<file path="config.mk">
export PLATFORM = sky130hd
export DESIGN_NAME = hspl_regs
export DESIGN_NICKNAME = d
export VERILOG_FILES = /design/src/rtl/core/hspl_pkg.sv /design/src/rtl/core/hspl_regs.sv
export SDC_FILE = /design/constraint.sdc
export NUM_CORES = 1
export LEC_CHECK = 0
export BUFFER_PORTS_ARGS = -buffer_cell sky130_fd_sc_hd__buf_2
export CORE_UTILIZATION = 27
export DETAILED_ROUTE_END_ITERATION = 10
export PLACE_DENSITY = 0.86
export SLEW_MARGIN = 20
export SYNTH_ARGS = -nofsm -noshare
export SYNTH_HDL_FRONTEND = slang
export SYNTH_SLANG_ARGS = --single-unit
export TNS_END_PERCENT = 10
</file>
<file path="constraint.sdc">
create_clock -name clk -period 0.8 [get_ports clk]
set_input_delay 0.16 -clock clk [delete_from_list [all_inputs] [get_ports clk]]
set_output_delay 0.16 -clock clk [all_outputs]
set_load 0.01 [all_outputs]
</file>
<file path="src/rtl/core/hspl_pkg.sv">
`default_nettype none
// ----------------------------------------------------------------------------
// hspl_pkg
// Shared sizes, codes and controller/datapath interface types for the
// hash slot probe lookup block.
// ----------------------------------------------------------------------------
package hspl_pkg;

	localparam int MAX_SLOTS = 256;
	localparam int SLOT_W    = $clog2(MAX_SLOTS);
	localparam int CAP_W     = 9;
	localparam int KEY_W     = 32;
	localparam int WIDE_W    = 64;

	// dividend bits retired per cycle by the home slot divider
	localparam int MOD_BITS  = 4;
	localparam int MOD_STEPS = WIDE_W / MOD_BITS;
	localparam int MOD_CNT_W = $clog2(MOD_STEPS);

	// probe offsets stay below capacity plus one step, steps stay small
	localparam int OFF_W     = SLOT_W + 2;
	localparam int STEP_W    = SLOT_W + 1;

	localparam logic [CAP_W-1:0] CAP_MIN = CAP_W'(2);
	localparam logic [CAP_W-1:0] CAP_MAX = CAP_W'(MAX_SLOTS);

	localparam int PADDR_W = 3;
	localparam int PDATA_W = 32;
	localparam logic [PADDR_W-3:0] REG_CAPACITY = '0;
	localparam logic [CAP_W-1:0]   CAPACITY_RST = CAP_W'(6);

	localparam logic CMD_WRITE = 1'b0;
	localparam logic CMD_SEEK  = 1'b1;

	localparam logic [1:0] ST_WRITTEN = 2'd0;
	localparam logic [1:0] ST_FOUND   = 2'd1;
	localparam logic [1:0] ST_FREE    = 2'd2;
	localparam logic [1:0] ST_FULL    = 2'd3;

	typedef struct packed {
		logic       load_item;
		logic       mod_step;
		logic       inner_init;
		logic       outer_adv;
		logic       probe_read;
		logic       inner_adv;
		logic       set_res;
		logic [1:0] res_status;
		logic       res_home;
		logic       load_out;
	} hspl_cmd_t;

	typedef struct packed {
		logic outer_lt_cap;
		logic off_lt_cap;
		logic occ_hit;
		logic key_hit;
	} hspl_sts_t;

endpackage

`default_nettype wire

</file>
<file path="src/rtl/core/hspl_regs.sv">
`default_nettype none
// ----------------------------------------------------------------------------
// hspl_regs
// APB-style register port holding the capacity register.
// ----------------------------------------------------------------------------
module hspl_regs (
	input  wire logic                         clk,
	input  wire logic                         arst_n,
	input  wire logic                         psel,
	input  wire logic                         penable,
	input  wire logic                         pwrite,
	input  wire logic [hspl_pkg::PADDR_W-1:0] paddr,
	input  wire logic [hspl_pkg::PDATA_W-1:0] pwdata,
	output logic      [hspl_pkg::PDATA_W-1:0] prdata,
	output logic                              pready,
	output logic      [hspl_pkg::CAP_W-1:0]   capacity
);

	logic [hspl_pkg::CAP_W-1:0]     capacity_q;
	logic [hspl_pkg::PADDR_W-3:0]   reg_idx;
	logic                           wr_en;

	assign reg_idx = paddr[hspl_pkg::PADDR_W-1:2];
	assign pready  = 1'b1;
	assign wr_en   = psel && penable && pwrite && pready;

	always_ff @(posedge clk or negedge arst_n) begin
		if (!arst_n) begin
			capacity_q <= hspl_pkg::CAPACITY_RST;
		end else if (wr_en && (reg_idx == hspl_pkg::REG_CAPACITY)) begin
			capacity_q <= pwdata[hspl_pkg::CAP_W-1:0];
		end
	end

	always_comb begin
		unique case (reg_idx)
			hspl_pkg::REG_CAPACITY: prdata = hspl_pkg::PDATA_W'(capacity_q);
			default:                prdata = '0;
		endcase
	end

	assign capacity = capacity_q;

endmodule

`default_nettype wire

</file>
== Yosys cells after proc, flatten, opt, wreduce, memory -nomap -nowiden ==
Index checks and enable logic that the tools add are counted.

* Bitwise logic cells: 1
* Multiplexer cells: 1
* Reductions and logical operators: 3

{| class="wikitable"
|+ Operators by type and width
! operator !! number
|-
| 9-bit 2-to-1 mux || 1
|-
| 1-bit logical AND || 3
|-
| 1-bit NOT || 1
|}

* Output and inout port bits: 42
* Bits in registers: 9
* Word-level logic and storage cells: 6

== Longest topological paths before layout ==
* Word-level depth: 3
* Depth in mapped cells: 2
* Depth with buffers taken out: 2

== Worst setup path after synthesis ==
No wires, ideal clock.

* Path kind: flip-flop to output port
* Start point: reg capacity_q, in the netlist capacity[1]
* End point: out prdata[1] (netlist name)
* Required time: 0.640 ns
* Path buffers: 0
* Arrival: 0.702 ns
* Cell stages (with the launch flop): 2
* Path slack: -0.062 ns
* Path through: dfstp_2 -> and2b_2

* Word-level cells in the longest chain between the ends: 1

{| class="wikitable"
|+ Ends and longest elaborated chain
! element !! RTL line !! text
|-
| start, declared || hspl_regs.sv:19 || <nowiki>logic [hspl_pkg::CAP_W-1:0] capacity_q;</nowiki>
|-
| start signal, assigned || hspl_regs.sv:29 || <nowiki>capacity_q <= hspl_pkg::CAPACITY_RST;</nowiki>
|-
| start signal, assigned || hspl_regs.sv:31 || <nowiki>capacity_q <= pwdata[hspl_pkg::CAP_W-1:0];</nowiki>
|-
| 9-bit 2-to-1 mux || hspl_regs.sv:36 || <nowiki>unique case (reg_idx)</nowiki>
|-
| end, declared || hspl_regs.sv:14 || <nowiki>output logic [hspl_pkg::PDATA_W-1:0] prdata,</nowiki>
|}

No other way between the ends.

== Final worst setup path ==
* Start point: reg capacity_q, in the netlist capacity[2]
* End point: out prdata[2] (netlist name)

Same word-level chain as after synthesis.

==> results <==
- The run finished, with violations left.
- The final reports fail on negative setup slack.
- The slowest cell on the critical path is dfstp_2.
- The worst setup path category is register to output pin.
- In the synthesized netlist the dominant register cell turns out to be dfrtp_1.
- The routed via count divided by cell count is 3.65.
- Timing analysis after detailed placement gives a worst setup slack of -181 ps.
- The number of CTS-inserted buffers is 3.
- The final-report max-slew violation count came to 0.
- The count of H-tree levels built during CTS is 1.
- The final worst slack is -409 ps.
- After floorplanning, the core was sized to cover 2060 µm².
- For the final database, setup skew stands at 0 ps.
- After synthesis, the most frequently instantiated cells are 24 x buf_4, 9 x and2b_2, 9 x mux2_2.
- The number of max-capacitance violations reported is 0.
- The area of the die is between 2000 and 2500 µm².
- The global route total overflow is 0.
- The cell area after placement is 723 µm².
- The layer flagged by global routing as most heavily used is met2.
- The clock latency on the worst-skew pair is 260 ps.
- The number of port buffers is 32.
- The analysis attributes to cell leakage a power of about 0.47 nW.
- The number of setup violations in the final report is 19.
- Summing all flip-flop and latch instances after layout gives roughly 230 µm².
- The clock network fraction of design power is 21.4%.
- The power spent charging and discharging nets is 0.508 mW.
- The met2 demand-to-capacity share in global routing is 18.0%.
- The number of global-route vias before repair is between 400 and 500.
- The number of antenna violations at the first check in global routing is 0.
- The most frequently used cell type in the post-synthesis netlist is buf_4.
- In the final routed layout, each cell accounts on average for 9.33 µm.
- The data required time of the worst path is roughly 640 ps.
- The number of antenna-violating nets in the routed design is 0.
- By area the synthesized netlist is led by buf_4 29%, dfrtp_1 28%, mux2_2 16%.
- The number of standard cells after synthesis is 54.
- The area growth from synthesis to layout is 35.2%.
- The switching fraction of total power is a little under a third.
- At the worst endpoint, the arrival time is roughly 1100 ps.
- In this run, the number of DRC markers left after iteration 0 of detailed routing was 1.
- Internal power comes to around 1.1 mW.
- The global placer's final weighted congestion is between 0.5 and 0.6.
- The routed layout has about 430 vias.
- After detailed routing, the total wire length is 1100 µm.
- The total I/O pin count is 82.
- The fraction of the cycle the final worst path needs is 151%.
- The post-detailed-route DRC marker count is 0.
- The peak clock frequency supported by timing is just over 0.8 GHz.
- The number of flip-flops in the largest register is 9.
- Yosys mapped a number of flops with a built-in enable equal to 0.
- The post-synthesis sequential element count is 9.
- The initial utilization of the core area, before any placement, comes to 30.0%.
- The first-pass GRT wire length is around 1800 µm.
- The total of fill cells in the finished design is roughly 210.
- The kind of cell with the highest combined delay along the critical path is flip-flops.
- The number of hold-slack violations in the final timing report came to 0.
- The maximum number of pins on one net before global-route repair is 10.
- The count of standard-cell rows is 16.
- The final layout contains roughly 130 nets.
- The area of the multi-input gates is between 200 and 300 µm².
- The total iterations of the first detailed-routing run is 2.
- Dividing total power by cell area gives a power density of 1960 nW/µm².
- The buffer depth of the longest clock path is 2.
- The largest single stage delay on the critical path is 540 ps.
- 0 antenna diodes ended up in the layout.
- STA classifies the critical path endpoint as an output pin.
- The area share of the largest cell type after synthesis is between 20% and 30%.
- The worst-case IR drop observed on VDD is 672 µV.
- Setup repair after global routing could not meet its margin everywhere.
- The total power is between 1.5 and 2 mW.
- The synthesized netlist contains 7 unique library cells.
- The class of the worst hold path is input port to register.
- For this run, the number of Yosys warnings is 0.
- The share of post-route cells with drive strength above 1 is 63.7%.
- From left edge to right edge, the die measures around 50 µm.
- The hold slack is 126 ps.
- The share of power burned in registers is between 30% and 40%.
- The HPWL reported at the end of detailed placement is a little over 800 µm.
- After synthesis, flip-flops and latches occupy about 37% of the total area.
- For this run, global-route usage on met1 was measured as under 10%.
- The clock net in this run drives a total of 9 sinks.
- The most area-hungry cell type in the Yosys netlist is buf_4.
- The share of synthesized registers carrying an async set or reset is 100%.
- The critical path goes through and2b_2 -> buf_6.
- The post-synthesis cell area is 619 µm².
- Clock-pin slew was measured on the worst setup and hold paths at 60 ps.
- After layout, the minimum clock period comes to ~1200 ps.
- The kind of launch point of the worst setup path is a register.
- Together, buffers and inverters on the worst path number 1.
- The area of all placed cells without fillers is between 800 and 900 µm².
- TritonCTS built the clock tree.
- Combinational cells account for 39.4% of the total power.
- From bottom edge to top edge, the die measures 49.9 µm.
- The top fanout value on the critical path is 2.
- The clock tree root driver cell is clkbuf_4.
- The overall track demand over capacity in global routing is between 10% and 20%.
- Averaged over all synthesized cells, the footprint is ~11 µm².
- Global routing consumed, on the met3 layer, 6.79% of the routing resources.
final timing paths:
kind                              from           to  slack, ps  cells past startpoint
min reg2reg                capacity[6]  capacity[6]        520                      1
max reg2reg                capacity[2]  capacity[2]        -20                      2
min in group asynchronous       arst_n  capacity[8]        270                      2
max                        capacity[2]    prdata[2]       -410                      2
max in group asynchronous       arst_n  capacity[2]        290                      2
min                          pwdata[5]  capacity[5]        130                      2
placed cells by master, fill, tap and decap left out:
cell           netlist  routed
buf_6                0      11
dfrtp_1              7       7
conb_1               2      24
clkbuf_1             0       1
nand4b_4             1       1
dlygate4sd3_1        0       1
buf_4               24       1
clkbuf_4             0       3
dfstp_2              2       2
mux2_4               0       1
mux2_2               9       8
and2b_2              9       9
buf_2                0      22
repair_timing:
action | CTS | global route
buffers inserted | 1 | 0
hold buffers | 1 | 0
resized for setup | 10 | 2
endpoints found under the hold margin | 9 | 0
setup endpoints to repair | 18 | 20
worst register-to-register path: cells and delay by family, from the launching register on:
| family | cells | cell delay (ps) |
|---|---|---|
| multiplexers | 1 | 130 |
| flip-flops | 1 | 540 |
| buffers and inverters | 1 | 100 |
cells by family after synthesis:
| family | count (synthesis) | synth area share, % |
|---|---|---|
| buffers and inverters | 24 | 29.1 |
| flip-flops | 9 | 36.8 |
| multiplexers | 9 | 16.4 |
| other | 2 | 1.21 |
| AND/OR/NAND/NOR | 10 | 16.6 |
metal layers:
metal / vias up / share of wire [%] / wire length, µm
met5: - / 0 / 0
met4: 0 / 1.0 / 11
met3: 2 / 14 / 156
met2: 41 / 49 / 540
met1: 192 / 36 / 393
li1: 196 / - / -
power by group through the flow:
stage	Clock [mW]	Combinational, mW	Sequential [mW]
floorplan	0	0.327	0.689
global placement	0	0.505	0.641
detailed placement	0	0.514	0.649
CTS	0.374	0.636	0.641
global route	0.397	0.696	0.661
finish	0.351	0.647	0.642
cell type report:
cell class,count,share of cell area [%]
Multi-Input combinational cell,43,35.6
Timing Repair Buffer,35,30.0
Sequential cell,9,27.2
Tap cell,27,4.04
Clock buffer,4,3.14
metrics by stage:
step,util (%),setup TNS (ps),cells
after floorplan,-,-124,76
after global placement,35.1,-2200,112
after detailed placement,35.1,-2470,112
after CTS,40.2,-5040,118
after global routing,40.6,-5580,118
final,40.6,-4780,118
No activity file was read; power rests on OpenSTA's default activity.
