## src/rtl/core/hspl_pkg.sv

```systemverilog
`default_nettype none
// ----------------------------------------------------------------------------
// hspl_pkg
// Shared sizes, codes and controller/datapath interface types for the
// hash slot probe lookup block.
// ----------------------------------------------------------------------------
package hspl_pkg;

	localparam int MAX_SLOTS = 256;
	localparam int SLOT_W    = $clog2(MAX_SLOTS);
	localparam int CAP_W     = 9;
	localparam int KEY_W     = 32;
	localparam int WIDE_W    = 64;

	// dividend bits retired per cycle by the home slot divider
	localparam int MOD_BITS  = 4;
	localparam int MOD_STEPS = WIDE_W / MOD_BITS;
	localparam int MOD_CNT_W = $clog2(MOD_STEPS);

	// probe offsets stay below capacity plus one step, steps stay small
	localparam int OFF_W     = SLOT_W + 2;
	localparam int STEP_W    = SLOT_W + 1;

	localparam logic [CAP_W-1:0] CAP_MIN = CAP_W'(2);
	localparam logic [CAP_W-1:0] CAP_MAX = CAP_W'(MAX_SLOTS);

	localparam int PADDR_W = 3;
	localparam int PDATA_W = 32;
	localparam logic [PADDR_W-3:0] REG_CAPACITY = '0;
	localparam logic [CAP_W-1:0]   CAPACITY_RST = CAP_W'(6);

	localparam logic CMD_WRITE = 1'b0;
	localparam logic CMD_SEEK  = 1'b1;

	localparam logic [1:0] ST_WRITTEN = 2'd0;
	localparam logic [1:0] ST_FOUND   = 2'd1;
	localparam logic [1:0] ST_FREE    = 2'd2;
	localparam logic [1:0] ST_FULL    = 2'd3;

	typedef struct packed {
		logic       load_item;
		logic       mod_step;
		logic       inner_init;
		logic       outer_adv;
		logic       probe_read;
		logic       inner_adv;
		logic       set_res;
		logic [1:0] res_status;
		logic       res_home;
		logic       load_out;
	} hspl_cmd_t;

	typedef struct packed {
		logic outer_lt_cap;
		logic off_lt_cap;
		logic occ_hit;
		logic key_hit;
	} hspl_sts_t;

endpackage

`default_nettype wire

```

## src/rtl/core/hspl_ctrl.sv

```systemverilog
`default_nettype none
// ----------------------------------------------------------------------------
// hspl_ctrl
// Sequencer for write, home slot division, probe walk and result handoff.
// ----------------------------------------------------------------------------
module hspl_ctrl (
	input  wire logic                 clk,
	input  wire logic                 arst_n,
	input  wire logic                 req_valid,
	output logic                      req_stall,
	input  wire logic                 command,
	output logic                      rsp_valid,
	input  wire logic                 rsp_stall,
	input  wire hspl_pkg::hspl_sts_t  sts,
	output hspl_pkg::hspl_cmd_t       cmd
);

	localparam logic [2:0] S_IDLE  = 3'd0;
	localparam logic [2:0] S_MOD   = 3'd1;
	localparam logic [2:0] S_OUTER = 3'd2;
	localparam logic [2:0] S_INNER = 3'd3;
	localparam logic [2:0] S_CHECK = 3'd4;
	localparam logic [2:0] S_DONE  = 3'd5;

	logic [2:0]                       state_q;
	logic [2:0]                       state_nxt;
	logic [hspl_pkg::MOD_CNT_W-1:0]   mod_cnt_q;
	logic                             rsp_valid_q;
	logic                             out_free;

	assign out_free  = !rsp_valid_q || !rsp_stall;
	assign req_stall = (state_q != S_IDLE);

	always_comb begin
		cmd       = '0;
		state_nxt = state_q;
		unique case (state_q)
			S_IDLE: begin
				if (req_valid) begin
					cmd.load_item = 1'b1;
					state_nxt = (command == hspl_pkg::CMD_WRITE) ? S_DONE : S_MOD;
				end
			end
			S_MOD: begin
				cmd.mod_step = 1'b1;
				if (mod_cnt_q == hspl_pkg::MOD_CNT_W'(hspl_pkg::MOD_STEPS - 1)) begin
					state_nxt = S_OUTER;
				end
			end
			S_OUTER: begin
				if (sts.outer_lt_cap) begin
					cmd.inner_init = 1'b1;
					state_nxt = S_INNER;
				end else begin
					cmd.set_res    = 1'b1;
					cmd.res_status = hspl_pkg::ST_FULL;
					cmd.res_home   = 1'b1;
					state_nxt = S_DONE;
				end
			end
			S_INNER: begin
				if (sts.off_lt_cap) begin
					cmd.probe_read = 1'b1;
					state_nxt = S_CHECK;
				end else begin
					cmd.outer_adv = 1'b1;
					state_nxt = S_OUTER;
				end
			end
			S_CHECK: begin
				if (!sts.occ_hit) begin
					cmd.set_res    = 1'b1;
					cmd.res_status = hspl_pkg::ST_FREE;
					state_nxt = S_DONE;
				end else if (sts.key_hit) begin
					cmd.set_res    = 1'b1;
					cmd.res_status = hspl_pkg::ST_FOUND;
					state_nxt = S_DONE;
				end else begin
					cmd.inner_adv = 1'b1;
					state_nxt = S_INNER;
				end
			end
			S_DONE: begin
				// hand the result over once the output register is free
				if (out_free) begin
					cmd.load_out = 1'b1;
					state_nxt = S_IDLE;
				end
			end
			default: begin
				state_nxt = S_IDLE;
			end
		endcase
	end

	always_ff @(posedge clk or negedge arst_n) begin
		if (!arst_n) begin
			state_q     <= S_IDLE;
			mod_cnt_q   <= '0;
			rsp_valid_q <= 1'b0;
		end else begin
			state_q <= state_nxt;
			if (cmd.load_item) begin
				mod_cnt_q <= '0;
			end else if (cmd.mod_step) begin
				mod_cnt_q <= mod_cnt_q + 1'b1;
			end
			if (cmd.load_out) begin
				rsp_valid_q <= 1'b1;
			end else if (!rsp_stall) begin
				rsp_valid_q <= 1'b0;
			end
		end
	end

	assign rsp_valid = rsp_valid_q;

endmodule

`default_nettype wire
```

## config.mk

```make
export PLATFORM = sky130hd
export DESIGN_NAME = hspl_ctrl
export DESIGN_NICKNAME = d
export VERILOG_FILES = /design/src/rtl/core/hspl_pkg.sv /design/src/rtl/core/hspl_ctrl.sv
export SDC_FILE = /design/constraint.sdc
export NUM_CORES = 1
export LEC_CHECK = 0
export ABC_AREA = 1
export BUFFER_PORTS_ARGS = -buffer_cell sky130_fd_sc_hd__buf_2
export CORE_UTILIZATION = 47
export DETAILED_ROUTE_END_ITERATION = 10
export PLACE_DENSITY = 0.73
export SYNTH_ARGS = -nofsm -noshare
export SYNTH_HDL_FRONTEND = slang
export SYNTH_SLANG_ARGS = --single-unit
```

## constraint.sdc

```tcl
create_clock -name clk -period 1.3 [get_ports clk]
set_input_delay 0.195 -clock clk [delete_from_list [all_inputs] [get_ports clk]]
set_output_delay 0.195 -clock clk [all_outputs]
set_load 0.1 [all_outputs]
```

==> results.md, run 1 <==
- Top_reg_cell synth: dfrtp_1
- Max Root-Sink Buffers: 2
- Hold buffer count at cts: 1
- CTS H-tree depth: 1
- HPWL after DPL: approximately 1800 µm
- Top post-synthesis cells by area: dfrtp_1 (32%), nand2_1 (12%), inv_1 (7.3%)
- Post-CTS resize count: 19
- Final GP Congestion: approximately 0.8
- TritonCTS Buffers: 3
- Cells after Synth: 83
- Post-synthesis sequential element count: 8
- Error msg: [ERROR DPL-0038] Utilization greater than 100%, impossible to legalize
- Status: aborted with a tool error
- Synth cell types: 23
- Total clock sinks: 8
- Halt Stage: clock tree synthesis (4_1_cts)
- Yosys top cell by area: dfrtp_1
- Syn Std Cell Area: 619.3 µm²
- Row cnt: 12
- Number of flops mapped to enable cells by yosys: 0
- Asr flop ratio synth: 100.0%
- Synth warn: 0
- Clock root buffer: clkbuf_4
- Seq/Total Area, Yosys: around 32%
- Die span in x: around 38 µm
- Initial core utilization: between 50% and 60%
- Chip height: 38.30 µm
- Post-CTS Setup Bufs: 9
- Syn nets: just over 90
- Syn Area/Cell: 7.462 µm²
- Top-area cell type share of the netlist area: approximately 32%
- Ports: 22
- IO Port Bufs: 21
-- kinds of logic after synthesis --
family	share of synthesized area, %
DFF	32.32
AOI/OAI and AO/OA	5.252
xor gates and xnor gates	1.414
adders and majority gates	2.020
and+or+nand+nor	46.46
buffers and inverters	12.52
-- per-stage QoR --
step | cells | setup slack, ps | utilization (%) | instance area (µm²) | setup TNS (ps)
floorplan | 83 | -351.3 | - | 715.7 | -2588
global placement | 128 | 0.9061 | 95.19 | 1115 | 0
detailed placement | 128 | -57.96 | 95.19 | 1115 | -155.9
-- synthesized netlist by cell type (2+ instances only) --
library cell / instances
nand3_1: 3
nor2_4: 2
nand3_2: 3
dfrtp_1: 8
nand4_1: 2
inv_2: 5
nand2_1: 19
nand2_2: 2
a21oi_1: 2
inv_1: 12
nor2_1: 6
o21ai_0: 3
nor2_2: 6
==> inputs of run 2 (changes only) <==
--- a/config.mk
+++ b/config.mk
@@ -7,9 +7,10 @@
 export LEC_CHECK = 0
 export ABC_AREA = 1
 export BUFFER_PORTS_ARGS = -buffer_cell sky130_fd_sc_hd__buf_2
-export CORE_UTILIZATION = 47
+export CORE_AREA = 2 2 63 65
 export DETAILED_ROUTE_END_ITERATION = 10
-export PLACE_DENSITY = 0.73
+export DIE_AREA = 0 0 65 67
+export PLACE_DENSITY_LB_ADDON = 0.15
 export SYNTH_ARGS = -nofsm -noshare
 export SYNTH_HDL_FRONTEND = slang
 export SYNTH_SLANG_ARGS = --single-unit
==> run 2 against run 1 <==
  * The flow now finishes, with violations (setup timing)
  * Synthesized cell count is the same
  * Synthesized area unchanged
==> results.md, run 2 <==
- Status: finished with violations
- Failing checks: setup timing
- Vias per inst: a little under 4
- Avg WL per Cell: about 10 µm
- N_diodes: 0
- Fmax: 645.3 MHz
- Worst r2r src: state_q[1]
- Asr flop ratio synth: 100.0%
- Reg clk slew, reported paths: 50 ps
- Crit path arrival time: between 1000 and 1500 ps
- Top-count cell post-synth: nand2_1
- Yosys top cell by area: dfrtp_1
- Syn Std Cell Area: 619.3 µm²
- Share of layout cells above drive strength 1: slightly below 70%
- Worst hold endpoint: rsp_valid
- Critical Path Start Type: flop
- Slowest stage delay, CP: approximately 450 ps
- Via count: 682
- Setup Skew: 7.563 ps
- Post-Route WL: between 1500 and 2000 µm
- P&R area growth vs syn: 123.4%
- Ports: 22
- Post-synthesis sequential element count: 8
- Synth cell types: 23
- Initial DRC Count: 8
- Final Critical Period: 1550 ps
- Most frequent cells in the layout: buf_12 (16), nand2_1 (13), buf_4 (11)
- Fin. max-slew vios: 0
- R2r endpoint: state_q[2]
- Post-layout nets: around 140
- Syn Area/Cell: approximately 7.5 µm²
- Hold Fails Final Rpt: 0
- CP Class: flop to output pin
- Initial core utilization: between 10% and 20%
- Place WS: -25.93 ps
- Total gr overflow: 0
- CTS tree: done
- Initial antenna violation count: 0
- GR Util All Layers: under 10%
- Hold WC Path Type: input port to flop
- Remaining antenna violation count: 0
- First-pass DRT Iterations: 4
- Largest net degree at the start of global routing: 9
- CP max FO: 5
- Final GP Congestion: just over 0.7
- CP max-delay cell: dfrtp_2
- Commonest cells post-synth: nand2_1 (19), inv_1 (12), dfrtp_1 (8)
- CTS H-tree depth: 1
- Fin worst setup slack: -249.7 ps
- Vias in the first global route: around 760
- Final Core Density: 38.38%
- Max Root-Sink Buffers: 2
- Final setup vio count: 17
- Synth warn: 0
- Crit share post-route: 119.2%
- Number of flops mapped to enable cells by yosys: 0
- Die span in x: roughly 65 µm
- First-pass GRT wire length: 3270 µm
- Total clock sinks: 8
- Slew HR: between 80% and 90%
- Top post-synthesis cells by area: dfrtp_1 (32%), nand2_1 (12%), inv_1 (7.3%)
- Most common cell after layout, fill and taps aside: buf_12
- CP required: 1110 ps
- Largest register by flop count: mod_cnt_q
- Die area: 4355 µm²
- IO Port Bufs: 21
- Top_reg_cell synth: dfrtp_1
- Top-area cell type share of the netlist area: between 30% and 40%
- Cells after Synth: between 80 and 90
- CP Capture Type: output pin
- Unrepaired setup endpoints after global routing: true
- Worst-margin pin slew: 204.6 ps
- Most frequent CP cell: nor2_4
- Row cnt: 22
- Worst hold path startpoint: rsp_stall
- Syn nets: 93
- Chip height: approximately 67 µm
- Worst Hold Margin: about 190 ps
- Sequence of cells on the critical path: nor2_4 -> buf_6 -> nand2_8 -> nor2_4 -> buf_12
- Seq/Total Area, Yosys: between 30% and 40%
- Worst Reg-to-Reg Cells: 9
- Skew-Pair Late Insertion Delay: between 200 and 250 ps
- Remaining DRCs: 0
- Max cap viols: 0
- Largest register FFs: 4
- HPWL after DPL: ~1400 µm
- R2R setup slack: -100 ps
- Clock root buffer: clkbuf_8
- CORE AREA: ~3600 µm²
- Worst Hold Depth: 3
- TritonCTS Buffers: 3
[run 2: worst max-delay path by stage]
stage          startpoint      endpoint  slack [ps]  depth (start not counted)
2_1_floorplan  state_q[1]  mod_cnt_q[3]        -350                          4
3_3_place_gp   state_q[0]       cmd[10]         -30                          5
3_5_place_dp   state_q[1]       cmd[10]         -30                          5
4_1_cts        state_q[0]       cmd[10]        -250                          5
5_1_grt        state_q[1]        cmd[5]        -320                          4
6_report       state_q[1]       cmd[10]        -250                          5
[run 2: repair_timing]
item                       CTS  global route
hold endpoints to repair     8             0
gates resized for setup     10            12
buffers inserted             7             3
hold buffers                 1             0
pin swaps                   11             6
setup endpoints to repair   14            19
gates cloned                 0             0
[run 2: logic make-up after synthesis]
kind of cell | after synthesis | share of synthesized area, %
XOR/XNOR | 1 | 1.414
AO/OA/AOI/OAI | 6 | 5.252
adder cells (fa/ha/maj) | 1 | 2.020
flip-flops | 8 | 32.32
AND/OR/NAND/NOR | 49 | 46.46
buffers and inverters | 18 | 12.52
[run 2: cell type report]
class                      instances  area [µm²]
clock buffer                       4       45.04
fill                             389        2222
inverter                          17       97.59
multi-input combinational         57       454.2
sequential                         8       206.4
tap                               48       60.06
timing repair buffer              42       520.5
[run 2: critical path: cells and delay by family, from the launching register on]
kind | cells | cell delay [ps]
and+or+nand+nor | 3 | 340
DFF | 1 | 450
buffers and inverters | 2 | 320
[run 2: through the flow]
step                cells  cell area (µm²)  TNS, ps
global placement      162             1182   -32.82
detailed placement    162             1182   -49.27
floorplan              83            715.7    -2588
finish                176             1384    -2777
CTS                   174             1324    -2753
global route          176             1384    -4066
[run 2: per-layer routing]
metal / GRT usage, % / vias to the layer above / part of all wire [%]
met1: 10.77 / 314 / 42
met2: 16.75 / 20 / 49
li1: - / 344 / -
met5: 0 / - / 0
met4: 4.787 / 0 / 2.5
met3: 2.534 / 4 / 6.3
Power of run 2 is not shown: default switching activity piles up to over one toggle a cycle in this logic, so the estimate is an artifact.
